## config.mk

```make
export PLATFORM = sky130hd
export DESIGN_NAME = quicksort_engine
export DESIGN_NICKNAME = d
export VERILOG_FILES = /design/src/rtl/qsort_pkg.sv /design/src/rtl/qsort_ram.sv /design/src/rtl/qsort_ctrl.sv /design/src/rtl/qsort_dp.sv /design/src/rtl/quicksort_engine.sv
export SDC_FILE = /design/constraint.sdc
export NUM_CORES = 2
export LEC_CHECK = 0
export BUFFER_PORTS_ARGS = -buffer_cell sky130_fd_sc_hd__buf_2
export CELL_PAD_IN_SITES_DETAIL_PLACEMENT = 0
export CELL_PAD_IN_SITES_GLOBAL_PLACEMENT = 1
export CORE_UTILIZATION = 49
export DETAILED_ROUTE_END_ITERATION = 8
export HOLD_SLACK_MARGIN = 0.12
export PLACE_DENSITY_LB_ADDON = 0.3
export SLEW_MARGIN = 20
export SYNTH_ARGS = -nofsm -noshare
export SYNTH_HDL_FRONTEND = slang
export SYNTH_SLANG_ARGS = --single-unit
```

## constraint.sdc

```tcl
create_clock -name clk_i -period 5.8 [get_ports clk_i]
set_input_delay 1.16 -clock clk_i [delete_from_list [all_inputs] [get_ports clk_i]]
set_output_delay 1.16 -clock clk_i [all_outputs]
set_load 0.03 [all_outputs]
```

## src/rtl/qsort_pkg.sv

```systemverilog
// Shared types and constants for the quicksort engine.
`timescale 1ns / 1ps
package qsort_pkg;

  localparam int QS_DEPTH = 64;
  localparam int DATA_W   = 32;
  localparam int STAT_W   = 32;

  typedef struct packed {
    logic signed [DATA_W-1:0] value;
    logic                     is_last;
  } in_req_t;

  typedef struct packed {
    logic signed [DATA_W-1:0] sorted_value;
    logic                     last_out;
    logic [STAT_W-1:0]        compare_count;
    logic [STAT_W-1:0]        swap_count;
    logic                     overflow;
  } out_rsp_t;

  typedef enum logic [3:0] {
    ST_LOAD,
    ST_INIT,
    ST_POP,
    ST_RANGE,
    ST_PIVOT,
    ST_OUTER,
    ST_SCANI,
    ST_SCANJ,
    ST_SWAP2,
    ST_PUSHR,
    ST_PUSHL,
    ST_EFETCH,
    ST_EOUT
  } ctrl_state_e;

  typedef enum logic [4:0] {
    OP_NONE,
    OP_STORE,
    OP_DROP,
    OP_INIT,
    OP_POP,
    OP_RANGE,
    OP_PIVOT,
    OP_OUTER,
    OP_I_STEP,
    OP_I_DONE,
    OP_J_STEP,
    OP_J_SWAP,
    OP_SWAP2,
    OP_PUSH_R,
    OP_PUSH_L,
    OP_EMIT_FETCH,
    OP_EMIT_HOLD,
    OP_EMIT_LOAD,
    OP_EMIT_END
  } dp_op_e;

  typedef struct packed {
    dp_op_e op;
  } dp_cmd_t;

  typedef struct packed {
    logic full;
    logic sp_zero;
    logic i_le_j;
    logic i_adv;
    logic j_adv;
    logic push_r_ok;
    logic push_l_ok;
    logic k_last;
    logic out_free;
  } dp_stat_t;

endpackage

```

## src/rtl/qsort_ram.sv

```systemverilog
// Generic single-write, single-read RAM with registered read data.
`timescale 1ns / 1ps
module qsort_ram #(
  parameter int WIDTH = 32,
  parameter int DEPTH = 64
) (
  input  logic                     clk_i,
  input  logic                     we_i,
  input  logic [$clog2(DEPTH)-1:0] waddr_i,
  input  logic [WIDTH-1:0]         wdata_i,
  input  logic [$clog2(DEPTH)-1:0] raddr_i,
  output logic [WIDTH-1:0]         rdata_o
);

  logic [WIDTH-1:0] mem_q [DEPTH];
  logic [WIDTH-1:0] rdata_q;

  always_ff @(posedge clk_i) begin
    if (we_i) begin
      mem_q[waddr_i] <= wdata_i;
    end
    rdata_q <= mem_q[raddr_i];
  end

  assign rdata_o = rdata_q;

endmodule

```

## src/rtl/qsort_ctrl.sv

```systemverilog
// Sequencer for load, partition and emit phases of the quicksort engine.
`timescale 1ns / 1ps
module qsort_ctrl (
  input  logic               clk_i,
  input  logic               rst_ni,
  input  logic               in_valid_i,
  input  logic               in_last_i,
  output logic               in_ready_o,
  output qsort_pkg::dp_cmd_t cmd_o,
  input  qsort_pkg::dp_stat_t stat_i
);
  import qsort_pkg::*;

  ctrl_state_e state_q, state_d;

  always_ff @(posedge clk_i or negedge rst_ni) begin
    if (!rst_ni) begin
      state_q <= ST_LOAD;
    end else begin
      state_q <= state_d;
    end
  end

  always_comb begin
    state_d    = state_q;
    cmd_o.op   = OP_NONE;
    in_ready_o = 1'b0;
    case (state_q)
      ST_LOAD: begin
        in_ready_o = 1'b1;
        if (in_valid_i) begin
          cmd_o.op = stat_i.full ? OP_DROP : OP_STORE;
          if (in_last_i) begin
            state_d = ST_INIT;
          end
        end
      end
      ST_INIT: begin
        cmd_o.op = OP_INIT;
        state_d  = ST_POP;
      end
      ST_POP: begin
        if (stat_i.sp_zero) begin
          state_d = ST_EFETCH;
        end else begin
          cmd_o.op = OP_POP;
          state_d  = ST_RANGE;
        end
      end
      ST_RANGE: begin
        cmd_o.op = OP_RANGE;
        state_d  = ST_PIVOT;
      end
      ST_PIVOT: begin
        cmd_o.op = OP_PIVOT;
        state_d  = ST_OUTER;
      end
      ST_OUTER: begin
        if (stat_i.i_le_j) begin
          cmd_o.op = OP_OUTER;
          state_d  = ST_SCANI;
        end else begin
          state_d = ST_PUSHR;
        end
      end
      ST_SCANI: begin
        if (stat_i.i_adv) begin
          cmd_o.op = OP_I_STEP;
        end else begin
          cmd_o.op = OP_I_DONE;
          state_d  = ST_SCANJ;
        end
      end
      ST_SCANJ: begin
        if (stat_i.j_adv) begin
          cmd_o.op = OP_J_STEP;
        end else if (stat_i.i_le_j) begin
          cmd_o.op = OP_J_SWAP;
          state_d  = ST_SWAP2;
        end else begin
          state_d = ST_OUTER;
        end
      end
      ST_SWAP2: begin
        cmd_o.op = OP_SWAP2;
        state_d  = ST_OUTER;
      end
      ST_PUSHR: begin
        if (stat_i.push_r_ok) begin
          cmd_o.op = OP_PUSH_R;
        end
        state_d = ST_PUSHL;
      end
      ST_PUSHL: begin
        if (stat_i.push_l_ok) begin
          cmd_o.op = OP_PUSH_L;
        end
        state_d = ST_POP;
      end
      ST_EFETCH: begin
        cmd_o.op = OP_EMIT_FETCH;
        state_d  = ST_EOUT;
      end
      ST_EOUT: begin
        if (!stat_i.out_free) begin
          cmd_o.op = OP_EMIT_HOLD;
        end else if (stat_i.k_last) begin
          cmd_o.op = OP_EMIT_END;
          state_d  = ST_LOAD;
        end else begin
          cmd_o.op = OP_EMIT_LOAD;
        end
      end
      default: begin
        state_d = ST_LOAD;
      end
    endcase
  end

endmodule

```

## src/rtl/qsort_dp.sv

```systemverilog
// Datapath: element store, range stack, scan indices, counters and output register.
`timescale 1ns / 1ps
module qsort_dp #(
  parameter int DEPTH = qsort_pkg::QS_DEPTH
) (
  input  logic                clk_i,
  input  logic                rst_ni,
  input  qsort_pkg::in_req_t  in_req_i,
  input  qsort_pkg::dp_cmd_t  cmd_i,
  output qsort_pkg::dp_stat_t stat_o,
  output logic                out_valid_o,
  input  logic                out_ready_i,
  output qsort_pkg::out_rsp_t out_rsp_o
);
  import qsort_pkg::*;

  localparam int IDX_W = $clog2(DEPTH);
  localparam int CNT_W = $clog2(DEPTH + 1);
  localparam int IW    = IDX_W + 2;  // signed scan index, spans -1 .. DEPTH
  localparam int SK_W  = 2 * IDX_W;

  // control state
  logic [CNT_W-1:0]  fill_q, fill_d;
  logic              dropped_q, dropped_d;
  logic [CNT_W-1:0]  sp_q, sp_d;
  logic [STAT_W-1:0] cmp_q, cmp_d;
  logic [STAT_W-1:0] swp_q, swp_d;
  logic [IDX_W-1:0]  k_q, k_d;
  logic              out_valid_q, out_valid_d;

  // payload
  logic signed [IW-1:0]     i_q, i_d, j_q, j_d;
  logic [IDX_W-1:0]         lo_q, lo_d, hi_q, hi_d;
  logic signed [DATA_W-1:0] pivot_q, pivot_d;
  logic [DATA_W-1:0]        ai_q, ai_d;
  out_rsp_t                 out_q, out_d;

  // memories
  logic              st_we;
  logic [IDX_W-1:0]  st_waddr, st_raddr;
  logic [DATA_W-1:0] st_wdata, st_rdata;
  logic              sk_we;
  logic [IDX_W-1:0]  sk_waddr, sk_raddr;
  logic [SK_W-1:0]   sk_wdata, sk_rdata;

  logic signed [IW-1:0]     n_m1, lo_ext, hi_ext;
  logic [CNT_W-1:0]         fill_m1, sp_m1;
  logic [IDX_W:0]           mid_sum;
  logic [IDX_W-1:0]         rd_lo, rd_hi;
  logic signed [DATA_W-1:0] elem;
  logic                     sp_room, out_free, cmp_inc, swp_inc;

  assign fill_m1 = fill_q - CNT_W'(1);
  assign sp_m1   = sp_q - CNT_W'(1);
  assign n_m1    = $signed(IW'(fill_q)) - $signed(IW'(1));
  assign lo_ext  = $signed(IW'(lo_q));
  assign hi_ext  = $signed(IW'(hi_q));
  assign rd_lo   = sk_rdata[SK_W-1:IDX_W];
  assign rd_hi   = sk_rdata[IDX_W-1:0];
  assign mid_sum = {1'b0, rd_lo} + {1'b0, rd_hi};
  assign elem    = $signed(st_rdata);
  assign sp_room = sp_q < CNT_W'(DEPTH);
  assign out_free = !out_valid_q || out_ready_i;

  assign stat_o.full      = fill_q == CNT_W'(DEPTH);
  assign stat_o.sp_zero   = sp_q == '0;
  assign stat_o.i_le_j    = i_q <= j_q;
  assign stat_o.i_adv     = (i_q < n_m1) && (elem < pivot_q);
  assign stat_o.j_adv     = (j_q > $signed(IW'(0))) && (elem > pivot_q);
  assign stat_o.push_r_ok = (hi_ext > i_q) && sp_room;
  assign stat_o.push_l_ok = (lo_ext < j_q) && sp_room;
  assign stat_o.k_last    = (CNT_W'(k_q) + CNT_W'(1)) == fill_q;
  assign stat_o.out_free  = out_free;

  always_comb begin
    fill_d      = fill_q;
    dropped_d   = dropped_q;
    sp_d        = sp_q;
    k_d         = k_q;
    i_d         = i_q;
    j_d         = j_q;
    lo_d        = lo_q;
    hi_d        = hi_q;
    pivot_d     = pivot_q;
    ai_d        = ai_q;
    out_d       = out_q;
    cmp_inc     = 1'b0;
    swp_inc     = 1'b0;
    st_we       = 1'b0;
    st_waddr    = i_q[IDX_W-1:0];
    st_wdata    = st_rdata;
    st_raddr    = i_q[IDX_W-1:0];
    sk_we       = 1'b0;
    sk_waddr    = sp_q[IDX_W-1:0];
    sk_wdata    = {i_q[IDX_W-1:0], hi_q};
    sk_raddr    = sp_m1[IDX_W-1:0];
    out_valid_d = out_valid_q && !out_ready_i;

    cmp_d = cmp_q;
    swp_d = swp_q;

    case (cmd_i.op)
      OP_STORE: begin
        st_we    = 1'b1;
        st_waddr = fill_q[IDX_W-1:0];
        st_wdata = in_req_i.value;
        fill_d   = fill_q + CNT_W'(1);
      end
      OP_DROP: begin
        dropped_d = 1'b1;
      end
      OP_INIT: begin
        sk_we    = 1'b1;
        sk_waddr = '0;
        sk_wdata = {{IDX_W{1'b0}}, fill_m1[IDX_W-1:0]};
        sp_d     = CNT_W'(1);
        cmp_d    = '0;
        swp_d    = '0;
      end
      OP_POP: begin
        sp_d = sp_m1;
      end
      OP_RANGE: begin
        lo_d     = rd_lo;
        hi_d     = rd_hi;
        i_d      = $signed(IW'(rd_lo));
        j_d      = $signed(IW'(rd_hi));
        st_raddr = mid_sum[IDX_W:1];
      end
      OP_PIVOT: begin
        pivot_d = elem;
      end
      OP_OUTER: begin
        cmp_inc  = 1'b1;
        st_raddr = i_q[IDX_W-1:0];
      end
      OP_I_STEP: begin
        i_d      = i_q + IW'(1);
        cmp_inc  = 1'b1;
        st_raddr = i_d[IDX_W-1:0];
      end
      OP_I_DONE: begin
        ai_d     = st_rdata;
        st_raddr = j_q[IDX_W-1:0];
      end
      OP_J_STEP: begin
        j_d      = j_q - IW'(1);
        cmp_inc  = 1'b1;
        st_raddr = j_d[IDX_W-1:0];
      end
      OP_J_SWAP: begin
        // a[i] takes a[j]; a[j] takes the saved a[i] next cycle
        st_we    = 1'b1;
        st_waddr = i_q[IDX_W-1:0];
        st_wdata = st_rdata;
      end
      OP_SWAP2: begin
        st_we    = 1'b1;
        st_waddr = j_q[IDX_W-1:0];
        st_wdata = ai_q;
        swp_inc  = 1'b1;
        cmp_inc  = 1'b1;
        i_d      = i_q + IW'(1);
        j_d      = j_q - IW'(1);
      end
      OP_PUSH_R: begin
        sk_we    = 1'b1;
        sk_wdata = {i_q[IDX_W-1:0], hi_q};
        sp_d     = sp_q + CNT_W'(1);
      end
      OP_PUSH_L: begin
        sk_we    = 1'b1;
        sk_wdata = {lo_q, j_q[IDX_W-1:0]};
        sp_d     = sp_q + CNT_W'(1);
      end
      OP_EMIT_FETCH: begin
        k_d      = '0;
        st_raddr = '0;
      end
      OP_EMIT_HOLD: begin
        st_raddr = k_q;
      end
      OP_EMIT_LOAD, OP_EMIT_END: begin
        out_valid_d         = 1'b1;
        out_d.sorted_value  = elem;
        out_d.last_out      = cmd_i.op == OP_EMIT_END;
        out_d.compare_count = cmp_q;
        out_d.swap_count    = swp_q;
        out_d.overflow      = dropped_q;
        if (cmd_i.op == OP_EMIT_END) begin
          fill_d    = '0;
          dropped_d = 1'b0;
          st_raddr  = k_q;
        end else begin
          k_d      = k_q + IDX_W'(1);
          st_raddr = k_d;
        end
      end
      default: begin
      end
    endcase

    // saturating event counters
    if (cmp_inc && (cmp_q != '1)) begin
      cmp_d = cmp_q + STAT_W'(1);
    end
    if (swp_inc && (swp_q != '1)) begin
      swp_d = swp_q + STAT_W'(1);
    end
  end

  always_ff @(posedge clk_i or negedge rst_ni) begin
    if (!rst_ni) begin
      fill_q      <= '0;
      dropped_q   <= 1'b0;
      sp_q        <= '0;
      cmp_q       <= '0;
      swp_q       <= '0;
      k_q         <= '0;
      out_valid_q <= 1'b0;
    end else begin
      fill_q      <= fill_d;
      dropped_q   <= dropped_d;
      sp_q        <= sp_d;
      cmp_q       <= cmp_d;
      swp_q       <= swp_d;
      k_q         <= k_d;
      out_valid_q <= out_valid_d;
    end
  end

  always_ff @(posedge clk_i) begin
    i_q     <= i_d;
    j_q     <= j_d;
    lo_q    <= lo_d;
    hi_q    <= hi_d;
    pivot_q <= pivot_d;
    ai_q    <= ai_d;
    out_q   <= out_d;
  end

  qsort_ram #(
    .WIDTH(DATA_W),
    .DEPTH(DEPTH)
  ) u_store (
    .clk_i  (clk_i),
    .we_i   (st_we),
    .waddr_i(st_waddr),
    .wdata_i(st_wdata),
    .raddr_i(st_raddr),
    .rdata_o(st_rdata)
  );

  qsort_ram #(
    .WIDTH(SK_W),
    .DEPTH(DEPTH)
  ) u_stack (
    .clk_i  (clk_i),
    .we_i   (sk_we),
    .waddr_i(sk_waddr),
    .wdata_i(sk_wdata),
    .raddr_i(sk_raddr),
    .rdata_o(sk_rdata)
  );

  assign out_valid_o = out_valid_q;
  assign out_rsp_o   = out_q;

endmodule

```

## src/rtl/quicksort_engine.sv

```systemverilog
// Quicksort engine: collects a set of signed values, sorts them and streams them out.
//
// Input channel (in_valid_i / in_ready_o / in_req_i): one element per request,
// the final element of a set marked with is_last. Loading takes one request per
// cycle. Up to DEPTH elements are kept; further ones are discarded and the set's
// overflow flag is raised, but a discarded is_last still closes the set.
// After is_last the engine stops taking requests and sorts in place (Hoare
// partition, middle pivot, explicit range stack). Sort time is data dependent,
// bounded by the single read port of the element RAM.
// Output channel (out_valid_o / out_ready_i / out_rsp_o): the sorted set, one
// request per cycle while the receiver is ready, last_out on the final one,
// each carrying the comparison and swap counts of this sort and the overflow
// flag. The output register holds while the receiver stalls; once the final
// result sits in it, the next set can be loaded.
// Reset clears the fill count, stack pointer, counters and flags; the RAMs are
// not cleared and no clearing pass is needed.
`timescale 1ns / 1ps
module quicksort_engine #(
  parameter int DEPTH = qsort_pkg::QS_DEPTH
) (
  input  logic                clk_i,
  input  logic                rst_ni,
  input  logic                in_valid_i,
  output logic                in_ready_o,
  input  qsort_pkg::in_req_t  in_req_i,
  output logic                out_valid_o,
  input  logic                out_ready_i,
  output qsort_pkg::out_rsp_t out_rsp_o
);
  import qsort_pkg::*;

  dp_cmd_t  cmd;
  dp_stat_t stat;

  qsort_ctrl u_ctrl (
    .clk_i     (clk_i),
    .rst_ni    (rst_ni),
    .in_valid_i(in_valid_i),
    .in_last_i (in_req_i.is_last),
    .in_ready_o(in_ready_o),
    .cmd_o     (cmd),
    .stat_i    (stat)
  );

  qsort_dp #(
    .DEPTH(DEPTH)
  ) u_dp (
    .clk_i      (clk_i),
    .rst_ni     (rst_ni),
    .in_req_i   (in_req_i),
    .cmd_i      (cmd),
    .stat_o     (stat),
    .out_valid_o(out_valid_o),
    .out_ready_i(out_ready_i),
    .out_rsp_o  (out_rsp_o)
  );

endmodule
```

* Word level (Yosys, flattened, before mapping) *
Memory sizes are Yosys's and may differ from the RTL's. A register that Yosys moved wholly into a read port is not among the register bits.
Cells that the tools add are included.

cells by class
  $add $sub $neg = 12
  $lt $le $gt $ge = 8
  equality and inequality tests = 41
  muxes and demuxes = 49
  reductions and logical operators = 32

operators by type and width
  kind                   count
  $mux 32                3
  $pmux 5 s13            1
  $add 32x1->32 const B  2
  $ne 32x32->1 const B   2
  $pmux 32 s2            1
  $mux 4                 12
  $pmux 4 s11            1
  $pmux 6 s7             1
  $eq 5x4->1 const B     8
  $gt 32x32->1           1
  $lt 32x32->1           1
  $pmux 8 s2             2
  $pmux 12 s2            1
  $pmux 6 s2             2
  $pmux 7 s3             1
  $eq 4x4->1 const B     5
  $eq 5x3->1 const B     4
  $eq 4x3->1 const B     4
  $eq 5x5->1 const B     3
  $mux 5                 3
  $add 7x1->7 const B    2
  $pmux 7 s2             1
  $reduce_bool 2->1      7
  $mux 1                 12
  other kinds (38)       62

storage, ports and cells
  bits in registers = 280
  RAM bits = 2,816
  input port bits = 37
  output and inout bits = 100
  memories kept = 2

memory list
  name                words  width  rd ports  clocked after Yosys merged registers in  write ports  line             text
  u_dp.u_store.mem_q  64     32     1         1                                        1            qsort_ram.sv:15  logic [WIDTH-1:0] mem_q [DEPTH];
  u_dp.u_stack.mem_q  64     12     1         1                                        1            qsort_ram.sv:15

* Longest topological paths before layout *
  depth after elaboration = 10
  depth in mapped cells = 25
  gate-level depth less buffers = 19

* By module *
A second synthesis with hierarchy kept.

second synthesis, totals
  cell total of the unflattened synthesis = 6,086
  area, all modules = 123,096.8 um2

modules (own cells, without submodules)
  module                    instances  cells an instance  area each (um2)
  qsort_ram (u_dp.u_store)  1          3,324              78,515.3
  qsort_ram (u_dp.u_stack)  1          1,339              29,851.1
  qsort_dp                  1          1,349              14,144.8
  qsort_ctrl                1          74                 585.6

* Worst setup path after synthesis *
OpenSTA, ideal clock, no wires.

  path kind = input -> register
  start point = input out_ready_i
  end point = register u_dp.u_store.rdata_q[13] (netlist: u_dp.u_store.rdata_o[13]), read port of u_dp.u_store.mem_q
  library setup time = 0.122 ns
  data arrival time = 6.826 ns
  data required time = 5.678 ns
  slack = -1.148 ns
  stages on the path = 16
  cells stage by stage = nand2b_1 nand2_1 buf_2 clkinv_1 nor2_1 o211ai_1 nor2_2 a32oi_1 nand2_2 buf_2 buf_2 buf_1 mux4_2 a22oi_1 nand4_1 a311o_1

on the way
  word-level cells in the longest chain between the ends = 6
  elaborated cells between the ends (all ways) = 14
  those cells by class = 8 x eq/ne; 4 x mux; 2 x reduce/logical

ends and longest elaborated chain
  item                                       line                              text
  from (decl)                                quicksort_engine.sv:27            input logic out_ready_i,
  $logic_or 1x1->1 (*)                       qsort_dp.sv:63                    assign out_free = !out_valid_q || out_ready_i;
  $mux 5 (*)                                 qsort_ctrl.sv:105                 if (!stat_i.out_free) begin
  $pmux 5 s13 (*)                            qsort_ctrl.sv:28                  case (state_q)
  $eq 5x5->1, on equally long branches       qsort_dp.sv:102, qsort_dp.sv:190
  $mux 6 or $reduce_or 2->1 (tied branches)  qsort_dp.sv:190, qsort_dp.sv:102
  $pmux 6 s7 (*)                             qsort_dp.sv:102                   case (cmd_i.op)
  to (decl)                                  qsort_ram.sv:16                   logic [WIDTH-1:0] rdata_q;

Every way passes the cells marked *; elsewhere a longest branch is shown, timed or not.
A chain may end at the register's enable or synchronous reset.

* Final worst setup path *
  start point = register u_dp.u_store.rdata_q[10] (netlist: u_dp.u_store.rdata_o[10]), read port of u_dp.u_store.mem_q
  end point = register u_dp.u_store.rdata_q[20] (netlist: u_dp.u_store.rdata_o[20]), read port of u_dp.u_store.mem_q

on the way
  word-level cells in the longest chain between the ends = 7
  elaborated cells between the ends (all ways) = 18
  those cells by class = 2 x order compare; 8 x eq/ne; 5 x mux; 3 x reduce/logical

ends and longest elaborated chain
  item                                          line
  $gt 32x32->1 or $lt 32x32->1 (tied branches)  qsort_dp.sv:69, qsort_dp.sv:68
  $logic_and 1x1->1, on equally long branches   qsort_dp.sv:69, qsort_dp.sv:68
  $mux 5 or $mux 1 (tied branches)              qsort_ctrl.sv:75, qsort_ctrl.sv:67
  $pmux 5 s13 (*)                               qsort_ctrl.sv:28
  $eq 5x5->1, on equally long branches          qsort_dp.sv:102, qsort_dp.sv:190
  $mux 6 or $reduce_or 2->1 (tied branches)     qsort_dp.sv:190, qsort_dp.sv:102
  $pmux 6 s7 (*)                                qsort_dp.sv:102

Marked as above.

==> flow_summary.json <==
{
  "synth_most_common_cell": "edfxtp_1",
  "ys_seq_area_share_pct": 75.1,
  "max_slew_margin_pct": 21.2,
  "drt-initial-drc-count": 11900,
  "cp.arrival_ps": 6620,
  "synth_ff_type": "edfxtp_1",
  "max_freq_mhz": 173,
  "grt_max_degree": 109,
  "grt_usage_pct": 29.6,
  "reg2reg_to": "u_dp.u_store.rdata_o[20]",
  "synth_common_cells": "edfxtp_1, nand2_1, mux4_2",
  "vias_per_cell": 6.39,
  "antenna_found_initial": 28,
  "crit_family": "compound AO/OA/AOI/OAI gates",
  "layout-drive-gt1-share_pct": 22.1,
  "initial_core_util_pct": 49.4,
  "grt_pass1_wl_um": 537000,
  "drt_wl_total_um": 382000,
  "path_cells": "ha_1 > nand4_1 > nor2_1 > a221o_1 > o31ai_1 > a21oi_1 > o211ai_1 > a311oi_2 > a2111oi_4 > buf_12 > buf_12 > buf_12 > mux4_2 > a22oi_1 > nand4_1 > or3_1",
  "hold_depth": 0,
  "holdWs_ps": 457,
  "worstSkewPairLatency_ps": 1000,
  "post-route-period-util_pct": 99.9,
  "die_area_mm2": 0.256,
  "fp.dieH_um": 506,
  "drtPass1Iterations": 6,
  "final_hold_viol_count": 0,
  "required_ps": 6620,
  "critical_path_class": "flop to flop",
  "cap_violations": 0,
  "postRouteAntennaNets": 0,
  "path_max_fanout": 35,
  "tns_ps": 0,
  "nets": 8233,
  "holdPathEnd": "u_dp.lo_q[0]",
  "worstMarginPinSlew_ps": 1180,
  "yosysWarnings": 0,
  "core_area_mm2": 0.252,
  "end_kind": "flop",
  "tritoncts.num_buffers": 332,
  "async_flop_share_pct": 2.87,
  "worstHoldStart": "u_dp.u_stack.rdata_o[6]",
  "hp-class": "flop to flop",
  "vias": 75000,
  "finalSetupViolCount": 0,
  "ios": 137,
  "startpoint_type": "flop",
  "final_max_slew_viol_count": 0,
  "area_delta_synth_final_pct": 16.6,
  "cts.sinks": 3140,
  "synthDominantCellAreaShare_pct": 72.6,
  "syn_area_per_cell_um2": 16.7,
  "cts_max_level": 5,
  "slowest_stage": "or3_1",
  "run_status": "finished clean",
  "wl_per_cell_um": 32.6,
  "rows": 184,
  "rsz0062_at_grt": "yes",
  "ys_ff_latch": 3140,
  "cts-root-buf": "clkbuf_16",
  "syn_nets": 7571,
  "regToRegSetupSlack_ps": 8,
  "grt.overflow.total": 0,
  "hpwlAfterDp_um": 231000,
  "drc": 0,
  "yosysUniqueCellTypes": 97,
  "critPathMaxStageDelay_ps": 560,
  "crit_top_cell": "buf_12",
  "synth_area_leaders": "edfxtp_1, mux4_2, nand2_1, dfrtp_1, mux2i_1",
  "tritoncts": "built",
  "synth_edf_count": 3006,
  "grt_pass1_vias": 71700,
  "gp_congestion": 0.938,
  "die_w_um": 506,
  "synth_largest_area_cell": "edfxtp_1",
  "fin_worst_skew_ps": 102,
  "clk_pin_slew_ps": 60,
  "synth_cells": 7459,
  "fin_crit_ps": 5790,
  "portBuffers": 136,
  "synth_area_mm2": 0.124,
  "cts.path.max_buffers": 4,
  "worstReg2RegStart": "u_dp.u_store.rdata_o[10]",
  "critical_path_buf_inv_count": 3,
  "r2r_cells": 16
}
cell usage in the layout, fill, tap and decap left out, drive strengths merged, types with 22 or more instances in the layout:
master  instances
buf           764
nor2          240
nor4           49
edfxtp       3006
a211oi        142
o22ai          53
a311oi         60
o221ai         26
nand3         276
and3          192
xnor2          25
clkinv        108
dfxtp          44
o31ai          26
nand2        1134
nor3           49
clkbuf        437
a22oi         127
a21oi         178
nand4          53
mux2i         154
ha             74
o21ai         148
mux4          411
a31oi         137
dfrtp          90
inv            81
or3            28
bufinv         28
nand2b         22
layout make-up:
type                            instances  area [um2]
Timing Repair Buffer                  766        6830
Inverter                               73         277
Clock buffer                          436        8980
Tap cell                             3348        4190
Antenna cell                           14        35.0
Fill cell                           18900      107000
Multi-Input combinational cell       3808       29800
Sequential cell                      3140       93400
Clock inverter                        150        1500
worst max-delay path by stage:
stage | slack, ps | startpoint | to | cells past startpoint
2_1_floorplan | 140 | u_ctrl.state_q[0] | u_dp.u_store.rdata_o[8] | 15
3_3_place_gp | -400 | u_dp.fill_q[3] | u_dp.u_store.rdata_o[28] | 23
4_1_cts | 10 | u_dp.u_store.rdata_o[20] | u_dp.u_store.rdata_o[20] | 18
3_5_place_dp | -520 | u_dp.fill_q[3] | u_dp.u_store.rdata_o[28] | 23
6_report | 8 | u_dp.u_store.rdata_o[10] | u_dp.u_store.rdata_o[20] | 16
5_1_grt | -50 | u_dp.u_store.rdata_o[10] | u_dp.u_store.rdata_o[20] | 16
layer usage:
layer  up-vias  part of all wire (%)  track usage (%)
met4         6                   4.1             11.3
met3       719                    11             6.30
met1     38700                    39             42.5
met5         -                 0.010                0
li1      30900                     -                -
met2      4655                    45             44.7
state kept, by name, indices dropped and copies added (netlist names):
register / count
u_dp.lo_q: 6
u_dp.j_q: 8
u_dp.u_stack.rdata_o: 12
u_dp.k_q: 6
u_dp.pivot_q: 32
u_dp.cmp_q: 32
u_dp.fill_q: 7
u_dp.u_store.rdata_o: 32
u_dp.hi_q: 6
u_dp.ai_q: 32
u_dp.swp_q: 32
u_dp.dropped_q: 1
u_dp.out_rsp_o: 98
u_dp.sp_q: 7
u_dp.out_valid_o: 1
u_ctrl.state_q: 4
u_dp.i_q: 8
u_dp.u_stack.mem_q: 768
u_dp.u_store.mem_q: 2048
kinds of logic after synthesis:
| kind of cell | after synthesis | synth area share (%) |
|---|---|---|
| DFF | 3140 | 75.1 |
| muxes | 572 | 8.75 |
| AOI/OAI and AO/OA | 1026 | 5.62 |
| xor gates and xnor gates | 41 | 0.289 |
| adders and majority gates | 75 | 0.761 |
| buffers and inverters | 511 | 1.93 |
| and+or+nand+nor | 2094 | 7.54 |
timing repair:
item	in CTS	in global routing
resized for setup	17	25
setup endpoints to repair	20	21
hold endpoints to repair	1	0
hold buffers	1	0
pin swaps	4	7
setup buffers	9	3
per-stage QoR:
| stage | utilization, % | cell area (um2) | std cells | setup slack [ps] |
|---|---|---|---|---|
| after detailed placement | 53.3 | 134000 | 11100 | -518 |
| after floorplan | - | 124000 | 7459 | 136 |
| after global placement | 53.3 | 134000 | 11100 | -399 |
| after global routing | 57.6 | 145000 | 11700 | -53.2 |
| after CTS | 57.5 | 145000 | 11700 | 9.89 |
| final | 57.6 | 145000 | 11700 | 7.95 |
Power is left out: the tool's default activity adds up to more than one toggle a clock period on the data nets, which glitch-free logic cannot reach.
